$ cat config.mk
export PLATFORM = sky130hd
export DESIGN_NAME = length_prefixed_object_validator
export DESIGN_NICKNAME = d
export VERILOG_FILES = /design/src/hdl/lpov_pkg.sv /design/src/hdl/lpov_parse.sv /design/src/hdl/length_prefixed_object_validator.sv
export VERILOG_INCLUDE_DIRS = /design/src /design/src/hdl
export SDC_FILE = /design/constraint.sdc
export NUM_CORES = 1
export LEC_CHECK = 0
export ABC_AREA = 1
export BUFFER_PORTS_ARGS = -buffer_cell sky130_fd_sc_hd__buf_2
export CAP_MARGIN = 10
export CELL_PAD_IN_SITES_DETAIL_PLACEMENT = 0
export CELL_PAD_IN_SITES_GLOBAL_PLACEMENT = 2
export CORE_MARGIN = 2
export CORE_UTILIZATION = 35
export CTS_CLUSTER_SIZE = 24
export DETAILED_ROUTE_END_ITERATION = 8
export PLACE_DENSITY = 0.92
export SETUP_SLACK_MARGIN = 0.2
export SKIP_LAST_GASP = 1
export SLEW_MARGIN = 25
export SYNTH_ARGS = -nofsm -noshare
export SYNTH_HDL_FRONTEND = slang
export SYNTH_SLANG_ARGS = --single-unit
$ cat constraint.sdc
create_clock -name i_clk -period 6.3 [get_ports i_clk]
set_input_delay 0.315 -clock i_clk [delete_from_list [all_inputs] [get_ports i_clk]]
set_output_delay 0.315 -clock i_clk [all_outputs]
set_load 0.05 [all_outputs]
$ cat src/hdl/length_prefixed_object_validator_defines.svh
// Assertion macros for the record validator RTL.
`ifndef LENGTH_PREFIXED_OBJECT_VALIDATOR_DEFINES_SVH
`define LENGTH_PREFIXED_OBJECT_VALIDATOR_DEFINES_SVH

// Same-cycle implication, sampled on i_clk, off while i_rst_n is low.
`define LPOV_ASSERT_NOW(label, ante, cons, msg) \
    label: assert property (@(posedge i_clk) disable iff (!i_rst_n) (ante) |-> (cons)) \
        else $error(msg);

// Next-cycle implication, sampled on i_clk, off while i_rst_n is low.
`define LPOV_ASSERT_NEXT(label, ante, cons, msg) \
    label: assert property (@(posedge i_clk) disable iff (!i_rst_n) (ante) |=> (cons)) \
        else $error(msg);

`endif

$ cat src/hdl/lpov_pkg.sv
// Types and constants for the length-prefixed object record validator.
`default_nettype none

package lpov_pkg;

    // Field tags, also used as parse phases
    localparam logic [3:0] PH_MAGIC   = 4'd0;
    localparam logic [3:0] PH_VERSION = 4'd1;
    localparam logic [3:0] PH_CLEN    = 4'd2;
    localparam logic [3:0] PH_CLOCK   = 4'd3;
    localparam logic [3:0] PH_SCOUNT  = 4'd4;
    localparam logic [3:0] PH_VLEN    = 4'd5;
    localparam logic [3:0] PH_VALUE   = 4'd6;
    localparam logic [3:0] PH_MLEN    = 4'd7;
    localparam logic [3:0] PH_META    = 4'd8;
    localparam logic [3:0] PH_IGNORE  = 4'd9;

    // Record status codes
    localparam logic [2:0] ST_PENDING = 3'd0;
    localparam logic [2:0] ST_GOOD    = 3'd1;
    localparam logic [2:0] ST_SHORT   = 3'd2;
    localparam logic [2:0] ST_VERSION = 3'd3;
    localparam logic [2:0] ST_FIT     = 3'd4;

    localparam logic [7:0]  MAGIC_BYTE   = 8'h35;
    localparam logic [7:0]  VERSION_BYTE = 8'h01;
    localparam logic [30:0] LEN_BYTES    = 31'd4;

    typedef struct packed {
        logic [7:0] data_byte;
        logic       last_byte;
    } t_in_word;

    typedef struct packed {
        logic [3:0]  field_tag;
        logic [30:0] field_offset;
        logic [30:0] sibling_index;
        logic        record_done;
        logic [2:0]  record_status;
    } t_out_word;

endpackage

`default_nettype wire

$ cat src/hdl/lpov_parse.sv
// Record parse state and the per-word tagging and verdict logic.
`default_nettype none
`include "length_prefixed_object_validator_defines.svh"

module lpov_parse (
    input  wire logic               i_clk,
    input  wire logic               i_rst_n,
    input  wire logic               i_step,
    input  wire lpov_pkg::t_in_word i_word,
    output lpov_pkg::t_out_word     o_result
);
    import lpov_pkg::*;

    logic [3:0]  r_phase, n_phase;
    logic [30:0] r_count, n_count;
    logic [31:0] r_len, n_len;
    logic [30:0] r_left, n_left;
    logic [30:0] r_seen, n_seen;
    logic [2:0]  r_err, n_err;

    logic [3:0]  tag;
    logic [30:0] cnt_inc;
    logic [31:0] shifted;
    logic        fin;
    logic [3:0]  fin_ph;
    logic [30:0] left_dec;
    logic [2:0]  status;

    always_comb begin
        tag      = (r_phase <= PH_IGNORE) ? r_phase : PH_IGNORE;
        cnt_inc  = r_count + 31'd1;
        shifted  = {r_len[23:0], i_word.data_byte};
        left_dec = r_left - 31'd1;

        n_phase = r_phase;
        n_count = r_count;
        n_len   = r_len;
        n_left  = r_left;
        n_seen  = r_seen;
        n_err   = r_err;
        fin     = 1'b0;
        fin_ph  = PH_META;

        case (tag)
            PH_MAGIC: begin
                n_count = '0;
                n_len   = '0;
                if (i_word.data_byte != MAGIC_BYTE) begin
                    n_err   = ST_SHORT;
                    n_phase = PH_IGNORE;
                end else begin
                    n_phase = PH_VERSION;
                end
            end
            PH_VERSION: begin
                n_count = '0;
                n_len   = '0;
                if (i_word.data_byte != VERSION_BYTE) begin
                    n_err   = ST_VERSION;
                    n_phase = PH_IGNORE;
                end else begin
                    n_phase = PH_CLEN;
                end
            end
            PH_CLEN, PH_SCOUNT, PH_VLEN, PH_MLEN: begin
                n_len   = shifted;
                n_count = cnt_inc;
                if (cnt_inc >= LEN_BYTES) begin
                    n_count = '0;
                    if (tag == PH_SCOUNT) begin
                        n_len = '0;
                        if (shifted[31] || shifted == '0) begin
                            n_phase = PH_IGNORE;
                        end else begin
                            n_left  = shifted[30:0];
                            n_seen  = '0;
                            n_phase = PH_VLEN;
                        end
                    end else if (shifted[31]) begin
                        n_err   = ST_FIT;
                        n_len   = '0;
                        n_phase = PH_IGNORE;
                    end else if (shifted == '0) begin
                        // empty data field: skip straight past it
                        fin    = 1'b1;
                        fin_ph = 4'(tag + 4'd1);
                    end else begin
                        n_phase = 4'(tag + 4'd1);
                    end
                end
            end
            PH_CLOCK, PH_VALUE, PH_META: begin
                n_count = cnt_inc;
                if ({1'b0, cnt_inc} >= r_len) begin
                    fin    = 1'b1;
                    fin_ph = tag;
                end
            end
            default: begin
                n_phase = PH_IGNORE;
            end
        endcase

        if (fin) begin
            n_count = '0;
            n_len   = '0;
            case (fin_ph)
                PH_CLOCK: n_phase = PH_SCOUNT;
                PH_VALUE: n_phase = PH_MLEN;
                default: begin
                    n_left = left_dec;
                    if (left_dec == '0) begin
                        n_phase = PH_IGNORE;
                    end else begin
                        n_seen  = r_seen + 31'd1;
                        n_phase = PH_VLEN;
                    end
                end
            endcase
        end

        status = ST_PENDING;
        if (i_word.last_byte) begin
            if (n_err != ST_PENDING) begin
                status = n_err;
            end else if (n_phase == PH_IGNORE) begin
                status = ST_GOOD;
            end else if (n_phase == PH_VLEN && n_count == '0) begin
                status = ST_GOOD;
            end else if (n_phase == PH_MAGIC || n_phase == PH_VERSION) begin
                status = ST_SHORT;
            end else begin
                status = ST_FIT;
            end
            // start over on the next record
            n_phase = PH_MAGIC;
            n_count = '0;
            n_len   = '0;
            n_left  = '0;
            n_seen  = '0;
            n_err   = ST_PENDING;
        end

        o_result.field_tag     = tag;
        o_result.field_offset  = (tag != PH_IGNORE) ? r_count : '0;
        o_result.sibling_index = (tag inside {[PH_VLEN:PH_META]}) ? r_seen : '0;
        o_result.record_done   = i_word.last_byte;
        o_result.record_status = status;
    end

    always_ff @(posedge i_clk) begin
        if (!i_rst_n) begin
            r_phase <= PH_MAGIC;
            r_count <= '0;
            r_len   <= '0;
            r_left  <= '0;
            r_seen  <= '0;
            r_err   <= ST_PENDING;
        end else if (i_step) begin
            r_phase <= n_phase;
            r_count <= n_count;
            r_len   <= n_len;
            r_left  <= n_left;
            r_seen  <= n_seen;
            r_err   <= n_err;
        end
    end

    `LPOV_ASSERT_NOW(a_status_only_final, o_result.record_status != ST_PENDING, o_result.record_done, "status given on a word that does not end the record")
    `LPOV_ASSERT_NEXT(a_restart_after_last, i_step && i_word.last_byte, r_phase == PH_MAGIC && r_err == ST_PENDING && r_count == '0, "parser did not restart after the final word")
    `LPOV_ASSERT_NOW(a_length_count, r_phase == PH_CLEN || r_phase == PH_SCOUNT || r_phase == PH_VLEN || r_phase == PH_MLEN, r_count < LEN_BYTES, "length field ran past four bytes")
    `LPOV_ASSERT_NOW(a_data_count, r_phase == PH_CLOCK || r_phase == PH_VALUE || r_phase == PH_META, (32'(r_count) < r_len) && !r_len[31], "data field count outside its length")
    `LPOV_ASSERT_NOW(a_siblings_left, r_phase == PH_VLEN || r_phase == PH_VALUE || r_phase == PH_MLEN || r_phase == PH_META, r_left != '0, "sibling phase with no siblings left")

endmodule

`default_nettype wire

$ cat src/hdl/length_prefixed_object_validator.sv
// Top level: stored object record validator with input and result registers.
//
//  channel  direction  handshake                 word
//  input    in         i_in_valid / o_in_stall   i_in_word  (data_byte, last_byte)
//  output   out        o_out_valid / i_out_stall o_out_word (tag, offset, sibling, done, status)
//
// One word in, one result word out; a word is accepted every cycle while unstalled.
// Each word passes the input register, then the result register after the parse step.
// The parse step is one pass of the phase/counter update between those two registers.
// Synchronous active-low reset empties both registers and returns the parser to magic.
// A stall on the output holds the result and backs up into the input register, which then stalls the input.
`default_nettype none

module length_prefixed_object_validator (
    input  wire logic                i_clk,
    input  wire logic                i_rst_n,
    input  wire logic                i_in_valid,
    output logic                     o_in_stall,
    input  wire lpov_pkg::t_in_word  i_in_word,
    output logic                     o_out_valid,
    input  wire logic                i_out_stall,
    output lpov_pkg::t_out_word      o_out_word
);
    import lpov_pkg::*;

    logic      r_in_valid;
    t_in_word  r_in_word;
    logic      r_out_valid;
    t_out_word r_out_word;
    t_out_word result;
    logic      advance;
    logic      step;

    // result register frees up when empty or being taken
    assign advance     = !r_out_valid || !i_out_stall;
    assign step        = r_in_valid && advance;
    assign o_in_stall  = r_in_valid && !advance;
    assign o_out_valid = r_out_valid;
    assign o_out_word  = r_out_word;

    lpov_parse u_parse (
        .i_clk    (i_clk),
        .i_rst_n  (i_rst_n),
        .i_step   (step),
        .i_word   (r_in_word),
        .o_result (result)
    );

    always_ff @(posedge i_clk) begin
        if (!i_rst_n) begin
            r_in_valid  <= 1'b0;
            r_out_valid <= 1'b0;
        end else begin
            if (!o_in_stall) begin
                r_in_valid <= i_in_valid;
            end
            if (advance) begin
                r_out_valid <= r_in_valid;
            end
        end
    end

    always_ff @(posedge i_clk) begin
        if (!o_in_stall && i_in_valid) begin
            r_in_word <= i_in_word;
        end
        if (step) begin
            r_out_word <= result;
        end
    end

endmodule

`default_nettype wire
==> results.toml <==
[critical_path]
worstPathArrival_ps = 5380
startpoint = "u_parse.r_count[0]$_SDFFE_PN0P_"
critPathMaxFanout = 33
path_buf_inv = 2
crit_slowest_cell = "a21oi_4"
reg2reg_from = "u_parse.r_count[0]$_SDFFE_PN0P_"
crit_path_start_kind = "flip-flop"
cpPeakStageDelay_ps = 660
end_kind = "flip-flop"
r2r_slack_ps = 1210
r2r_cells = 25
critical_path_class = "reg2reg"
timing.rr.end = "o_out_word[2]$_SDFFCE_PN0P_"
critPathTopFamily = "simple AND/OR/NAND/NOR gates"
worstPathRequired_ps = 6590

[routing]
viasPerCell = 5.22
postRouteAntennaNets = 0
dr.pass1.iters = 6
drt_iter0_drc = 1184
wire_per_inst_um = 17.4
vias = 13500
drc = 0
wl_um = 44800

[timing]
worst_pin_slew_ps = 962
fmax_mhz = 197
setup_ws_ps = 1210
drv_slew = 0
fin_worst_skew_ps = 15.3
rsz0062_at_grt = "no"
slew_headroom_pct = 35.7
setup_tns_ps = 0
period_share_pct = 80.7
hold_viol = 0
setup_viol = 0
min_period_ps = 5090
timing.hold.ws_ps = 71.6

[global_routing]
grt_pass1_wl_um = 71100
grt_pass1_vias = 12700
grtUsageTotal_pct = 21.9
grt-ovfl-total = 0
grt_max_degree = 87
antenna_found_initial = 1

[logic_synthesis]
synth_top_family_by_area = "simple AND/OR/NAND/NOR gates"
syn-instance-count = 2000
synthXorXnorAreaFrac_pct = 3.57
synth.net_count = 2053
yosysSeqAreaShare_pct = 37.5
syn_area_mm2 = 0.0135
synthMuxAreaShare_pct = 0
synth_edf_count = 79
synth_area_per_cell_um2 = 6.75
synth_cell_types = 44
dominantRegCellSynth = "dfxtp_1"
ys_warn_count = 0
synth_compound_area_share_pct = 13.0
synthArstFlopShare_pct = 0
synthAdderAreaFrac_pct = 3.71
yosys_register_bits = 213
synth_simple_gate_area_share_pct = 33.3

[layout]
finalInstanceArea_mm2 = 0.0154
final_common_cell = "nand2_1"
final_cell_mix = "nand2_1, nor2_1, inv_1"
syn2layout_area_growth_pct = 13.8
drive_above_1_share_pct = 9.10
antenna_cells = 0
fin_nets = 2099

[cts]
cts.sinks = 213
h-tree-depth = 1
cts_tree = "done"
ctsLongestPathBuffers = 3
root_buffer = "clkbuf_16"
clk_latency_ps = 550
cts_buffers = 27
cts_resized = 0
clkSlewWorstSetupHoldPaths_ps = 60

[placed_design]
dp_hpwl_um = 31400
placed_area_mm2 = 0.0143
port_buffers = 84
gp_congestion = 0.907
post-place-ws_ps = 1240

[floorplan]
core_mm2 = 0.0378
die_h_um = 200
ioPinCount = 85
start_util_pct = 35.7
dieArea_mm2 = 0.0401
row_count = 71
dieWidth_um = 200

[run_status]
outcome = "complete, no violations"

[pwr]
leakage_nw = 6.29
peakVddDrop_mv = 0.171
power_density_mw_per_mm2 = 230

[hold_path]
hold_path_end = "o_out_valid$_SDFFE_PN0N_"
worstHoldStart = "i_out_stall"
holdPathStages = 3
min_path_type = "in2reg"

[run]
cap_viol_max_count = 0
## worst max-delay path by stage
stage / endpoint / slack [ps] / cells past startpoint
2_1_floorplan: u_parse.r_count[4]$_SDFFE_PN0P_ / 990 / 9
3_3_place_gp: o_out_word[2]$_SDFFCE_PN0P_ / 1290 / 25
3_5_place_dp: o_out_word[2]$_SDFFCE_PN0P_ / 1240 / 25
4_1_cts: o_out_word[2]$_SDFFCE_PN0P_ / 1220 / 25
5_1_grt: o_out_word[2]$_SDFFCE_PN0P_ / 820 / 25
6_report: o_out_word[2]$_SDFFCE_PN0P_ / 1210 / 25
## Yosys cell counts, drive strengths merged (8+ instances only)
library cell,instances,area [um2]
clkbuf,70,263
nand4,34,213
nor3,24,130
ha,40,500
nor4,9,56.3
o211ai,49,368
nor2,264,1030
xor2,47,412
edfxtp,79,2370
nand3,197,1000
xnor2,8,70.1
inv,216,811
buf,25,139
nand2,524,1980
dfxtp,134,2680
o21ai,79,395
a21oi,170,855
## per-layer routing
layer / global-route usage, % / up-vias / wire length [um]
met2: 36.2 / 403 / 20400
li1: - / 6677 / -
met5: 0 / - / 0
met3: 3.01 / 81 / 2560
met4: 6.88 / 0 / 1490
met1: 29.6 / 6298 / 20400
## what timing repair did
item	in CTS	in global routing
buffers inserted	0	0
hold endpoints to repair	9	0
setup endpoints to repair	0	0
hold buffers	9	0
## where the power goes
group          internal (mW)  total (mW)  switching, mW
sequential              1.47        1.50         0.0316
clock                  0.967        1.60          0.631
combinational          0.108       0.429          0.321
## cells by family after synthesis
group | Yosys count
xor gates and xnor gates | 55
AOI/OAI and AO/OA | 316
DFF | 213
buffers and inverters | 312
and+or+nand+nor | 1064
adders and majority gates | 40
## worst register-to-register path, delay by kind of cell, from the launching register on
| kind | cells | cell delay [ps] |
|---|---|---|
| simple gates | 16 | 2470 |
| fa+ha+maj | 2 | 600 |
| buf+inv | 2 | 150 |
| compound gates | 5 | 1040 |
| flops | 1 | 570 |
## flip-flops by register name (all words and copies together) (netlist names)
| register | flops |
|---|---|
| o_out_word | 70 |
| u_parse.r_len | 32 |
| u_parse.r_count | 31 |
| u_parse.r_left | 31 |
| u_parse.r_seen | 31 |
| r_in_word | 9 |
| u_parse.r_phase | 4 |
| u_parse.r_err | 3 |
| o_out_valid | 1 |
| r_in_valid | 1 |
## per-stage QoR
step / utilization [%] / total power [mW] / std cells
detailed placement: 37.9 / 1.95 / 2518
floorplan: - / 1.82 / 2000
finish: 40.6 / 3.53 / 2577
CTS: 40.5 / 3.56 / 2576
global route: 40.6 / 3.66 / 2577
global placement: 37.9 / 1.95 / 2517
## cell type report
type	count	area, um2
fillers	4024	22500
well taps	511	639
inverters	217	816
clock inverters	17	185
clock buffers	32	714
multi-input cells	1475	7270
repair buffers	112	669
flip-flops and latches	213	5050
Note: power is estimated with default switching activity, not from simulation.
